--- src/hw/rtl/rvp_pkg.sv ---
// ----------------------------------------------------------------------------
// rvp_pkg
// shared types and constants of the radial vignette pipeline
// ----------------------------------------------------------------------------
`default_nettype none

package rvp_pkg;

	localparam int DIM_W   = 13;
	localparam int POS_W   = 12;
	localparam int CH_W    = 8;
	localparam int RAD_W   = 26;
	localparam int REM_W   = 16;
	localparam int ROOT_W  = 13;
	localparam int NUM_W   = 21;
	localparam int SQRT_N  = 13;
	localparam int DIV_N   = 8;

	localparam logic REG_HEIGHT = 1'b0;
	localparam logic REG_WIDTH  = 1'b1;

	typedef struct packed {
		logic [DIM_W-1:0] h;
		logic [CH_W-1:0]  red;
		logic [CH_W-1:0]  green;
		logic [CH_W-1:0]  blue;
	} rvp_pix_t;

	typedef struct packed {
		logic [RAD_W-1:0]  rad;
		logic [REM_W-1:0]  rem;
		logic [ROOT_W-1:0] root;
		rvp_pix_t          pix;
	} rvp_sqrt_t;

	typedef struct packed {
		logic [DIM_W-1:0]           h;
		logic [2:0][NUM_W-1:0]      rem;
		logic [2:0][CH_W-1:0]       quo;
	} rvp_div_t;

endpackage

`default_nettype wire

--- src/hw/rtl/radial_vignette_pixel.sv ---
// ----------------------------------------------------------------------------
// radial_vignette_pixel
// radial vignette with linear falloff, one pixel per beat
// ----------------------------------------------------------------------------
// Takes one pixel per cycle when the output is not stalled and presents it at
// the output through 25 register stages: a front stage for the centre
// offsets, a squaring stage, a sum stage, a row of 13 square-root cells (one
// root bit each), a scaling multiply, and a row of 8 divider cells (one
// quotient bit each, three channels side by side). Each stage holds its
// beat until the next one frees, so bubbles collapse and input is taken while
// a result waits at the output if any stage is empty. Height and width are
// clamped to 1..MAX_DIM; a distance at or beyond the height gives black.
`default_nettype none

module radial_vignette_pixel #(
	parameter int MAX_DIM = 4096
) (
	input  wire logic        clk,
	input  wire logic        arst_n,
	input  wire logic        cfg_we,
	input  wire logic        cfg_index,
	input  wire logic [12:0] cfg_data,
	input  wire logic        in_valid,
	output logic             in_ready,
	input  wire logic [11:0] pixel_row,
	input  wire logic [11:0] pixel_col,
	input  wire logic [7:0]  red_in,
	input  wire logic [7:0]  green_in,
	input  wire logic [7:0]  blue_in,
	output logic             out_valid,
	input  wire logic        out_ready,
	output logic [7:0]       red_out,
	output logic [7:0]       green_out,
	output logic [7:0]       blue_out
);

	localparam int DW = rvp_pkg::DIM_W;
	localparam int PW = rvp_pkg::POS_W;
	localparam logic [DW-1:0] DIM_CAP = (MAX_DIM > 8191) ? DW'(8191) : DW'(MAX_DIM);
	localparam int SQ0 = 3;
	localparam int MUL = SQ0 + rvp_pkg::SQRT_N;
	localparam int DV0 = MUL + 1;
	localparam int NST = DV0 + rvp_pkg::DIV_N;

	logic [DW-1:0] height_q, width_q;
	logic [DW-1:0] h_c, w_c;
	logic [NST-1:0] v_q;
	logic [NST:0]   adv;

	// config registers
	always_ff @(posedge clk or negedge arst_n) begin
		if (!arst_n) begin
			height_q <= DW'(1);
			width_q  <= DW'(1);
		end else if (cfg_we) begin
			unique case (cfg_index)
				rvp_pkg::REG_HEIGHT: height_q <= cfg_data;
				rvp_pkg::REG_WIDTH:  width_q  <= cfg_data;
			endcase
		end
	end

	always_comb begin
		h_c = (height_q == '0) ? DW'(1) : ((height_q > DIM_CAP) ? DIM_CAP : height_q);
		w_c = (width_q == '0) ? DW'(1) : ((width_q > DIM_CAP) ? DIM_CAP : width_q);
	end

	// stage advance: a stage moves when empty or when its successor moves
	always_comb begin
		adv[NST] = out_ready;
		for (int i = NST - 1; i >= 0; i--) begin
			adv[i] = !v_q[i] || adv[i+1];
		end
	end

	always_ff @(posedge clk or negedge arst_n) begin
		if (!arst_n) begin
			v_q <= '0;
		end else begin
			if (adv[0]) begin
				v_q[0] <= in_valid;
			end
			for (int i = 1; i < NST; i++) begin
				if (adv[i]) begin
					v_q[i] <= v_q[i-1];
				end
			end
		end
	end

	assign in_ready  = adv[0];
	assign out_valid = v_q[NST-1];

	// front: offsets from centre
	logic [PW-1:0] half_w, half_h, dx_c, dy_c;
	logic [PW-1:0] dx_s1, dy_s1;
	rvp_pkg::rvp_pix_t pix_s1, pix_s2, pix_s3;
	logic [2*PW-1:0] sqx_s2, sqy_s2;
	logic [rvp_pkg::RAD_W-1:0] sum_s3;

	always_comb begin
		half_w = w_c[DW-1:1];
		half_h = h_c[DW-1:1];
		dx_c = (pixel_col >= half_w) ? (pixel_col - half_w) : (half_w - pixel_col);
		dy_c = (pixel_row >= half_h) ? (pixel_row - half_h) : (half_h - pixel_row);
	end

	always_ff @(posedge clk) begin
		if (adv[0]) begin
			dx_s1  <= dx_c;
			dy_s1  <= dy_c;
			pix_s1 <= '{h: h_c, red: red_in, green: green_in, blue: blue_in};
		end
		if (adv[1]) begin
			sqx_s2 <= (2*PW)'(dx_s1) * (2*PW)'(dx_s1);
			sqy_s2 <= (2*PW)'(dy_s1) * (2*PW)'(dy_s1);
			pix_s2 <= pix_s1;
		end
		if (adv[2]) begin
			sum_s3 <= rvp_pkg::RAD_W'(sqx_s2) + rvp_pkg::RAD_W'(sqy_s2);
			pix_s3 <= pix_s2;
		end
	end

	// square-root cell row
	rvp_pkg::rvp_sqrt_t sq_d [rvp_pkg::SQRT_N+1];

	assign sq_d[0] = '{rad: sum_s3, rem: '0, root: '0, pix: pix_s3};

	for (genvar g = 0; g < rvp_pkg::SQRT_N; g++) begin : g_sqrt
		rvp_sqrt_cell u_cell (
			.clk (clk),
			.en  (adv[SQ0+g]),
			.d   (sq_d[g]),
			.q   (sq_d[g+1])
		);
	end

	// scale: c * (h - d), zero when d reaches h
	rvp_pkg::rvp_pix_t  pix_m;
	logic [DW-1:0]      dist_m, span_m;
	rvp_pkg::rvp_div_t  dv_d [rvp_pkg::DIV_N+1];

	always_comb begin
		pix_m  = sq_d[rvp_pkg::SQRT_N].pix;
		dist_m = sq_d[rvp_pkg::SQRT_N].root;
		span_m = (dist_m >= pix_m.h) ? '0 : (pix_m.h - dist_m);
	end

	always_ff @(posedge clk) begin
		if (adv[MUL]) begin
			dv_d[0].h      <= pix_m.h;
			dv_d[0].rem[0] <= rvp_pkg::NUM_W'(pix_m.red) * rvp_pkg::NUM_W'(span_m);
			dv_d[0].rem[1] <= rvp_pkg::NUM_W'(pix_m.green) * rvp_pkg::NUM_W'(span_m);
			dv_d[0].rem[2] <= rvp_pkg::NUM_W'(pix_m.blue) * rvp_pkg::NUM_W'(span_m);
			dv_d[0].quo    <= '0;
		end
	end

	// divider cell row, most significant quotient bit first
	for (genvar g = 0; g < rvp_pkg::DIV_N; g++) begin : g_div
		rvp_div_cell #(
			.SHIFT (rvp_pkg::DIV_N - 1 - g)
		) u_cell (
			.clk (clk),
			.en  (adv[DV0+g]),
			.d   (dv_d[g]),
			.q   (dv_d[g+1])
		);
	end

	assign red_out   = dv_d[rvp_pkg::DIV_N].quo[0];
	assign green_out = dv_d[rvp_pkg::DIV_N].quo[1];
	assign blue_out  = dv_d[rvp_pkg::DIV_N].quo[2];

endmodule

`default_nettype wire

--- src/hw/rtl/rvp_sqrt_cell.sv ---
// ----------------------------------------------------------------------------
// rvp_sqrt_cell
// one digit step of the integer square root, two radicand bits per cell
// ----------------------------------------------------------------------------
`default_nettype none

module rvp_sqrt_cell (
	input  wire logic              clk,
	input  wire logic              en,
	input  wire rvp_pkg::rvp_sqrt_t d,
	output rvp_pkg::rvp_sqrt_t     q
);

	rvp_pkg::rvp_sqrt_t nxt;
	logic [rvp_pkg::REM_W-1:0] rem_sh;
	logic [rvp_pkg::REM_W-1:0] trial;

	always_comb begin
		nxt    = d;
		rem_sh = {d.rem[rvp_pkg::REM_W-3:0], d.rad[rvp_pkg::RAD_W-1 -: 2]};
		trial  = rvp_pkg::REM_W'({d.root, 2'b01});
		nxt.rad = {d.rad[rvp_pkg::RAD_W-3:0], 2'b00};
		if (rem_sh >= trial) begin
			nxt.rem  = rem_sh - trial;
			nxt.root = {d.root[rvp_pkg::ROOT_W-2:0], 1'b1};
		end else begin
			nxt.rem  = rem_sh;
			nxt.root = {d.root[rvp_pkg::ROOT_W-2:0], 1'b0};
		end
	end

	always_ff @(posedge clk) begin
		if (en) begin
			q <= nxt;
		end
	end

endmodule

`default_nettype wire

--- src/hw/rtl/rvp_div_cell.sv ---
// ----------------------------------------------------------------------------
// rvp_div_cell
// one quotient bit of the restoring divide, for all three channels
// ----------------------------------------------------------------------------
`default_nettype none

module rvp_div_cell #(
	parameter int SHIFT = 7
) (
	input  wire logic            clk,
	input  wire logic            en,
	input  wire rvp_pkg::rvp_div_t d,
	output rvp_pkg::rvp_div_t    q
);

	rvp_pkg::rvp_div_t nxt;
	logic [rvp_pkg::NUM_W-1:0] trial;

	always_comb begin
		nxt   = d;
		trial = rvp_pkg::NUM_W'(d.h) << SHIFT;
		for (int c = 0; c < 3; c++) begin
			if (d.rem[c] >= trial) begin
				nxt.rem[c] = d.rem[c] - trial;
				nxt.quo[c] = {d.quo[c][rvp_pkg::CH_W-2:0], 1'b1};
			end else begin
				nxt.quo[c] = {d.quo[c][rvp_pkg::CH_W-2:0], 1'b0};
			end
		end
	end

	always_ff @(posedge clk) begin
		if (en) begin
			q <= nxt;
		end
	end

endmodule

`default_nettype wire

--- config.mk ---
export PLATFORM = sky130hd
export DESIGN_NAME = radial_vignette_pixel
export DESIGN_NICKNAME = d
export VERILOG_FILES = /design/src/hw/rtl/rvp_pkg.sv /design/src/hw/rtl/radial_vignette_pixel.sv /design/src/hw/rtl/rvp_sqrt_cell.sv /design/src/hw/rtl/rvp_div_cell.sv
export SDC_FILE = /design/constraint.sdc
export NUM_CORES = 2
export LEC_CHECK = 0
export BUFFER_PORTS_ARGS = -buffer_cell sky130_fd_sc_hd__buf_2
export CAP_MARGIN = 10
export CORE_AREA = 10 10 402 404
export CTS_BUF_LIST = sky130_fd_sc_hd__clkbuf_2 sky130_fd_sc_hd__clkbuf_4 sky130_fd_sc_hd__clkbuf_8
export DETAILED_ROUTE_END_ITERATION = 10
export DIE_AREA = 0 0 412 414
export GPL_ROUTABILITY_DRIVEN = 1
export PLACE_DENSITY = 0.88
export SLEW_MARGIN = 20
export SYNTH_ARGS = -nofsm -noshare
export SYNTH_HDL_FRONTEND = slang
export SYNTH_SLANG_ARGS = --single-unit
--- constraint.sdc ---
create_clock -name clk -period 15.09 [get_ports clk]
set_input_delay 3.018 -clock clk [delete_from_list [all_inputs] [get_ports clk]]
set_output_delay 3.018 -clock clk [all_outputs]
set_load 0.01 [all_outputs]
# == After elaboration in Yosys (flattened, before gate mapping) ==
# Cells that the tools add are included.
# W data, S select, Z words.
# totals
register_bits,1939
input_bits,67
out_inout_bits,26
wordCells,397
# op_classes
addsub,39
mul,5
order_cmp,42
muxes,65
bitwise_logic,1
reduce_logical,54
# ops
operator,n
$mux W21,21
$mux W27,11
$ge A16 B15 Y1,12
$sub A14 B14 Y14,11
$mux W13,5
$ge A21 B13 Y1,3
$ge A21 B14 Y1,3
$ge A21 B15 Y1,3
$ge A21 B16 Y1,3
$ge A21 B17 Y1,3
$ge A21 B18 Y1,3
$ge A21 B19 Y1,3
$ge A21 B20 Y1,3
$mul A8 B13 Y21,3
$sub A21 B14 Y21,3
$sub A21 B15 Y21,3
$sub A21 B16 Y21,3
$sub A21 B17 Y21,3
$sub A21 B18 Y21,3
$sub A21 B19 Y21,3
$sub A21 B20 Y21,3
$mul A12 B12 Y24,2
$sub A12 B12 Y12,4
$gt A13 B13 Y1 const B,2
other kinds (14),90

# == Longest topological paths before layout ==
# depth
word_depth,26
ltp_mapped,31

# == Cells and area by module ==
# From an unflattened synthesis, not the netlist that was laid out.
# unflattened
hier_cells,9738
area_unflattened_um2,125445.3
# modules_own_cells
mod,n_inst,cells_per_inst,area_each_um2
rvp_sqrt_cell,13,222,3732.3
radial_vignette_pixel,1,2930,31317.5
rvp_div_cell at g_div[7].u_cell,1,513,5968.2
rvp_div_cell at g_div[6].u_cell,1,523,5890.6
rvp_div_cell at g_div[1].u_cell,1,483,5795.6
rvp_div_cell at g_div[4].u_cell,1,508,5725.5
rvp_div_cell at g_div[5].u_cell,1,518,5714.2
rvp_div_cell at g_div[3].u_cell,1,472,5591.6
rvp_div_cell at g_div[2].u_cell,1,473,5519.0
rvp_div_cell at g_div[0].u_cell,1,432,5402.7

# == Worst setup path after synthesis ==
# OpenSTA, ideal clock, no wires.
# synth_path
kind,input port to output port
start,input out_ready
end,output in_ready
arrival_ns,11.126
path_slack_ns,0.946
cell_stages,10
cell_sequence,nor2b_1 -> nand2_1 -> nor2_1 -> and3_1 -> and3_1 -> nand2_1 -> nor2_1 -> inv_1 -> nor2_1 -> nand3_1
# synth_via
elab_chain_cells,25
# synth_lines
item,line,text
from (decl),radial_vignette_pixel.sv:31,"input wire logic out_ready,"
$logic_or A1 B1 Y1 (2 in a row),radial_vignette_pixel.sv:72,adv[i] = !v_q[i] || adv[i+1];
net adv[23],radial_vignette_pixel.sv:48,logic [NST:0] adv;
$logic_or A1 B1 Y1 (17 in a row),radial_vignette_pixel.sv:72,
net adv[6],radial_vignette_pixel.sv:48,
$logic_or A1 B1 Y1,radial_vignette_pixel.sv:72,
net adv[5],radial_vignette_pixel.sv:48,
$logic_or A1 B1 Y1 (5 in a row),radial_vignette_pixel.sv:72,
to (decl),radial_vignette_pixel.sv:24,"output logic in_ready,"
# The timed path passes the listed nets, and every way through them passes these cells.

# == Worst setup path in the final report ==
# Ends and elaborated chain as after synthesis.

==> out/qor.log <==
qor: die.die_y 414 µm
qor: place.gpl.final_weighted_congestion 0.939
qor: route.drtPass1Iterations 9
qor: timing.tns 0 ns
qor: clock_tree.tritoncts.num_buffers 304
qor: critical_path.worstSetupPathType input pin to primary output
qor: logic_synthesis.synth_flop_cell sky130_fd_sc_hd__edfxtp_1
qor: timing.hold_violation_count_in_the_final_report 0
qor: timing.max_freq 91.7 MHz
qor: place.dp_hpwl 168,000 µm
qor: final_layout.drive_gt1_share 9.51%
qor: die.floorplan.die.width 412 µm
qor: timing.slew_headroom 21.9%
qor: critical_path.worst_ep_arrival_time 7.88 ns
qor: clock_tree.clock-root-buffer sky130_fd_sc_hd__clkbuf_8
qor: critical_path.critPathCaptureType primary output
qor: critical_path.cp_data_required_time 12.07 ns
qor: route.post_drt_via_cell_ratio 6.08
qor: logic_synthesis.synth_edf_count 1,801
qor: place.postPlaceCellArea 103,000 µm²
qor: die.initial_core_util 65.6%
qor: logic_synthesis.synth_most_common_cell sky130_fd_sc_hd__edfxtp_1
qor: clock_tree.post_cts.resized_instances 0
qor: clock_tree.clockBufferDepth 4
qor: logic_synthesis.netlist_top_cells_count sky130_fd_sc_hd__edfxtp_1, sky130_fd_sc_hd__inv_1, sky130_fd_sc_hd__ha_1
qor: logic_synthesis.synth.largest_area_cell sky130_fd_sc_hd__edfxtp_1
qor: timing.final.min_clock_period 10.90 ns
qor: critical_path.startpoint_type input pin
qor: final_layout.fin_nets 9,476
qor: clock_tree.cts_setup_buffers 0
qor: die.dieArea 171,000 µm²
qor: clock_tree.insertion_delay 1.09 ns
qor: die.design.core.area 153,000 µm²
qor: logic_synthesis.synth.avg_cell_area 12.5 µm²
qor: logic_synthesis.synthTopCellsByArea sky130_fd_sc_hd__edfxtp_1, sky130_fd_sc_hd__ha_1, sky130_fd_sc_hd__fa_1, sky130_fd_sc_hd__inv_1, sky130_fd_sc_hd__xnor2_1
qor: grt.wire_length_of_the_first_global_routing_pass 365,000 µm
qor: grt.grt_start_max_net_pins 89
qor: route.drcViolationCount 0
qor: route.wire_per_inst 22.3 µm
qor: clock_tree.clkTransAtPathRegs 0.07 ns
qor: route.detailroute.via_count 64,100
qor: critical_path.crit_path_max_fanout 63
qor: timing.finalSetupViolations 0
qor: grt.overflow 0
qor: clock_tree.cts.sink_count 1,851
qor: grt.antenna_violations_before_repair 10
qor: final_layout.final_cell_area 109,000 µm²
qor: route.totalWireLength 235,000 µm
qor: route.drt_first_iter_violations 6,438
qor: die.placement_rows 144
qor: logic_synthesis.synth-async-reset-ratio 2.70%
qor: die.ioPinCount 93
qor: grt.grt_pass1_vias 66,800
qor: logic_synthesis.ys_seq_area_share 55.0%
qor: run_status.run_status finished, final reports clean
qor: final_layout.areaGrowthSynthToFinish 8.52%
qor: clock_tree.clock_tree_from_tritoncts yes
qor: logic_synthesis.synth.yosys.warnings 0
qor: min_path.worst_hold_path_type flip-flop to flip-flop
qor: timing.actual_transition_at_the_worst_max_transition_pin 1.17 ns
qor: timing.skew 0.148 ns
qor: timing.timing.final.crit_share 72.2%
qor: timing.slew_viol_final 0
qor: flow_run.max-cap-violations 0
qor: route.postRouteAntennaNets 0
qor: logic_synthesis.synthesis.nets 9,203
qor: place.count_of_input_and_output_buffers 92
qor: logic_synthesis.post_synth_instance_area 101,000 µm²
qor: logic_synthesis.yosys.cell_types.count 91
qor: grt.globalRouteTotalUtil 27.4%
qor: clock_tree.post_cts_hold_buffer_count 0
qor: logic_synthesis.yosys.area.top_type_share 53.8%
qor: logic_synthesis.gate_count_after_technology_mapping 8,021
qor: logic_synthesis.yosys_register_bits 1,851
qor: clock_tree.cts.htree.levels 5
qor: timing.unrepaired_setup_endpoints_after_global_routing no
==> routing by layer <==
layer / wire (µm) / share of wire [%] / GRT usage, % / vias to the layer above
li1: - / - / - / 29000
met1: 83800 / 36 / 31.3 / 31000
met2: 115000 / 49 / 46.1 / 3141
met3: 17700 / 7.5 / 5.49 / 991
met4: 18800 / 8.0 / 18.9 / 10
met5: 58 / 0.025 / 0 / -
==> path summary, 6_finish.rpt <==
| kind | start | to | slack, ns | cells after the start |
|---|---|---|---|---|
| worst min-delay path | g_sqrt[2].u_cell.q[20]$_DFFE_PP_ | g_sqrt[3].u_cell.q[20]$_DFFE_PP_ | 0.35 | 0 |
| worst max-delay path | out_ready | in_ready | 4.19 | 13 |
| worst max register to register | g_sqrt[12].u_cell.q[25]$_DFFE_PP_ | dv_d[886]$_DFFE_PP_ | 7.31 | 26 |
| min in group asynchronous | arst_n | v_q[0]$_DFFE_PN0P_ | 2.11 | 2 |
| max in group asynchronous | arst_n | v_q[17]$_DFFE_PN0P_ | 12.30 | 2 |
| worst min register to register | g_sqrt[2].u_cell.q[20]$_DFFE_PP_ | g_sqrt[3].u_cell.q[20]$_DFFE_PP_ | 0.35 | 0 |
==> through the flow <==
step	worst slack (ns)	cells	util, %	hold WS (ns)
detailed placement	4.51	10000	67.4	0.405
floorplan	0.946	8021	-	0.400
finish	4.19	10500	71.2	0.355
global route	3.80	10500	71.2	0.330
CTS	4.45	10500	71.1	0.330
global placement	4.74	10000	67.4	0.400
==> cells in the final DEF, fill, tap and decap left out, types with 28 or more instances in the layout <==
master / count
sky130_fd_sc_hd__or2_2: 34
sky130_fd_sc_hd__a21boi_0: 46
sky130_fd_sc_hd__ha_1: 735
sky130_fd_sc_hd__o21ai_0: 319
sky130_fd_sc_hd__clkinv_1: 48
sky130_fd_sc_hd__a211oi_1: 36
sky130_fd_sc_hd__clkbuf_8: 329
sky130_fd_sc_hd__nor2b_1: 104
sky130_fd_sc_hd__o21a_1: 81
sky130_fd_sc_hd__inv_1: 900
sky130_fd_sc_hd__o21bai_1: 37
sky130_fd_sc_hd__a21o_1: 146
sky130_fd_sc_hd__xnor2_1: 303
sky130_fd_sc_hd__nand3_1: 88
sky130_fd_sc_hd__nand4_1: 66
sky130_fd_sc_hd__dfrtp_1: 49
sky130_fd_sc_hd__or3_1: 40
sky130_fd_sc_hd__nand2b_1: 99
sky130_fd_sc_hd__nor2_1: 434
sky130_fd_sc_hd__a21oi_1: 452
sky130_fd_sc_hd__a31oi_1: 28
sky130_fd_sc_hd__nand2_1: 477
sky130_fd_sc_hd__nor3_1: 128
sky130_fd_sc_hd__xor2_1: 180
sky130_fd_sc_hd__o31ai_1: 39
sky130_fd_sc_hd__mux2i_1: 32
sky130_fd_sc_hd__clkinv_2: 40
sky130_fd_sc_hd__clkbuf_4: 76
sky130_fd_sc_hd__and3_1: 50
sky130_fd_sc_hd__edfxtp_1: 1801
sky130_fd_sc_hd__nor4_1: 48
sky130_fd_sc_hd__mux2_2: 97
sky130_fd_sc_hd__fa_1: 380
sky130_fd_sc_hd__buf_4: 53
sky130_fd_sc_hd__buf_2: 92
sky130_fd_sc_hd__and2_1: 320
==> flip-flops by register name, indices dropped and copies added (netlist names) <==
register / flops
g_sqrt.u_cell.q: 879
dy_s1: 12
dx_s1: 12
height_q: 13
g_div.u_cell.q: 640
sqx_s2: 23
dv_d: 76
width_q: 12
v_q: 25
pix_s3: 37
pix_s2: 37
sum_s3: 25
pix_s1: 37
sqy_s2: 23
==> kinds of logic after synthesis <==
group,Yosys count,synth area share [%]
buffers and inverters,1088,4.22
AND/OR/NAND/NOR,1984,9.94
XOR/XNOR,483,4.21
flip-flops,1851,55.0
multiplexers,129,1.40
AO/OA/AOI/OAI,1370,8.51
other,1,0.00373
adder cells (fa/ha/maj),1115,16.7
==> critical path, stage by stage <==
cell                      delay (ns)
sky130_fd_sc_hd__buf_2          0.10
sky130_fd_sc_hd__nor2b_1        0.43
sky130_fd_sc_hd__nand2_4        0.42
sky130_fd_sc_hd__nor2_1         0.56
sky130_fd_sc_hd__and3_1         0.49
sky130_fd_sc_hd__and3_1         0.38
sky130_fd_sc_hd__nand2_4        0.31
sky130_fd_sc_hd__nor2_1         0.63
sky130_fd_sc_hd__inv_2          0.13
sky130_fd_sc_hd__nor2_1         0.54
sky130_fd_sc_hd__nand3_2        0.15
sky130_fd_sc_hd__buf_4          0.39
sky130_fd_sc_hd__buf_2          0.27
==> area by class of cell <==
| type | instances | area (µm²) |
|---|---|---|
| sequential | 1851 | 55300 |
| fill | 9298 | 44200 |
| multi-input combinational | 5082 | 41200 |
| clock buffer | 405 | 5100 |
| inverter | 909 | 3410 |
| tap | 2044 | 2560 |
| timing repair buffer | 146 | 870 |
| clock inverter | 102 | 676 |
| antenna | 4 | 10.0 |
Power is left out: the tool's default activity adds up to more than one toggle a clock period on the data nets, which glitch-free logic cannot reach.
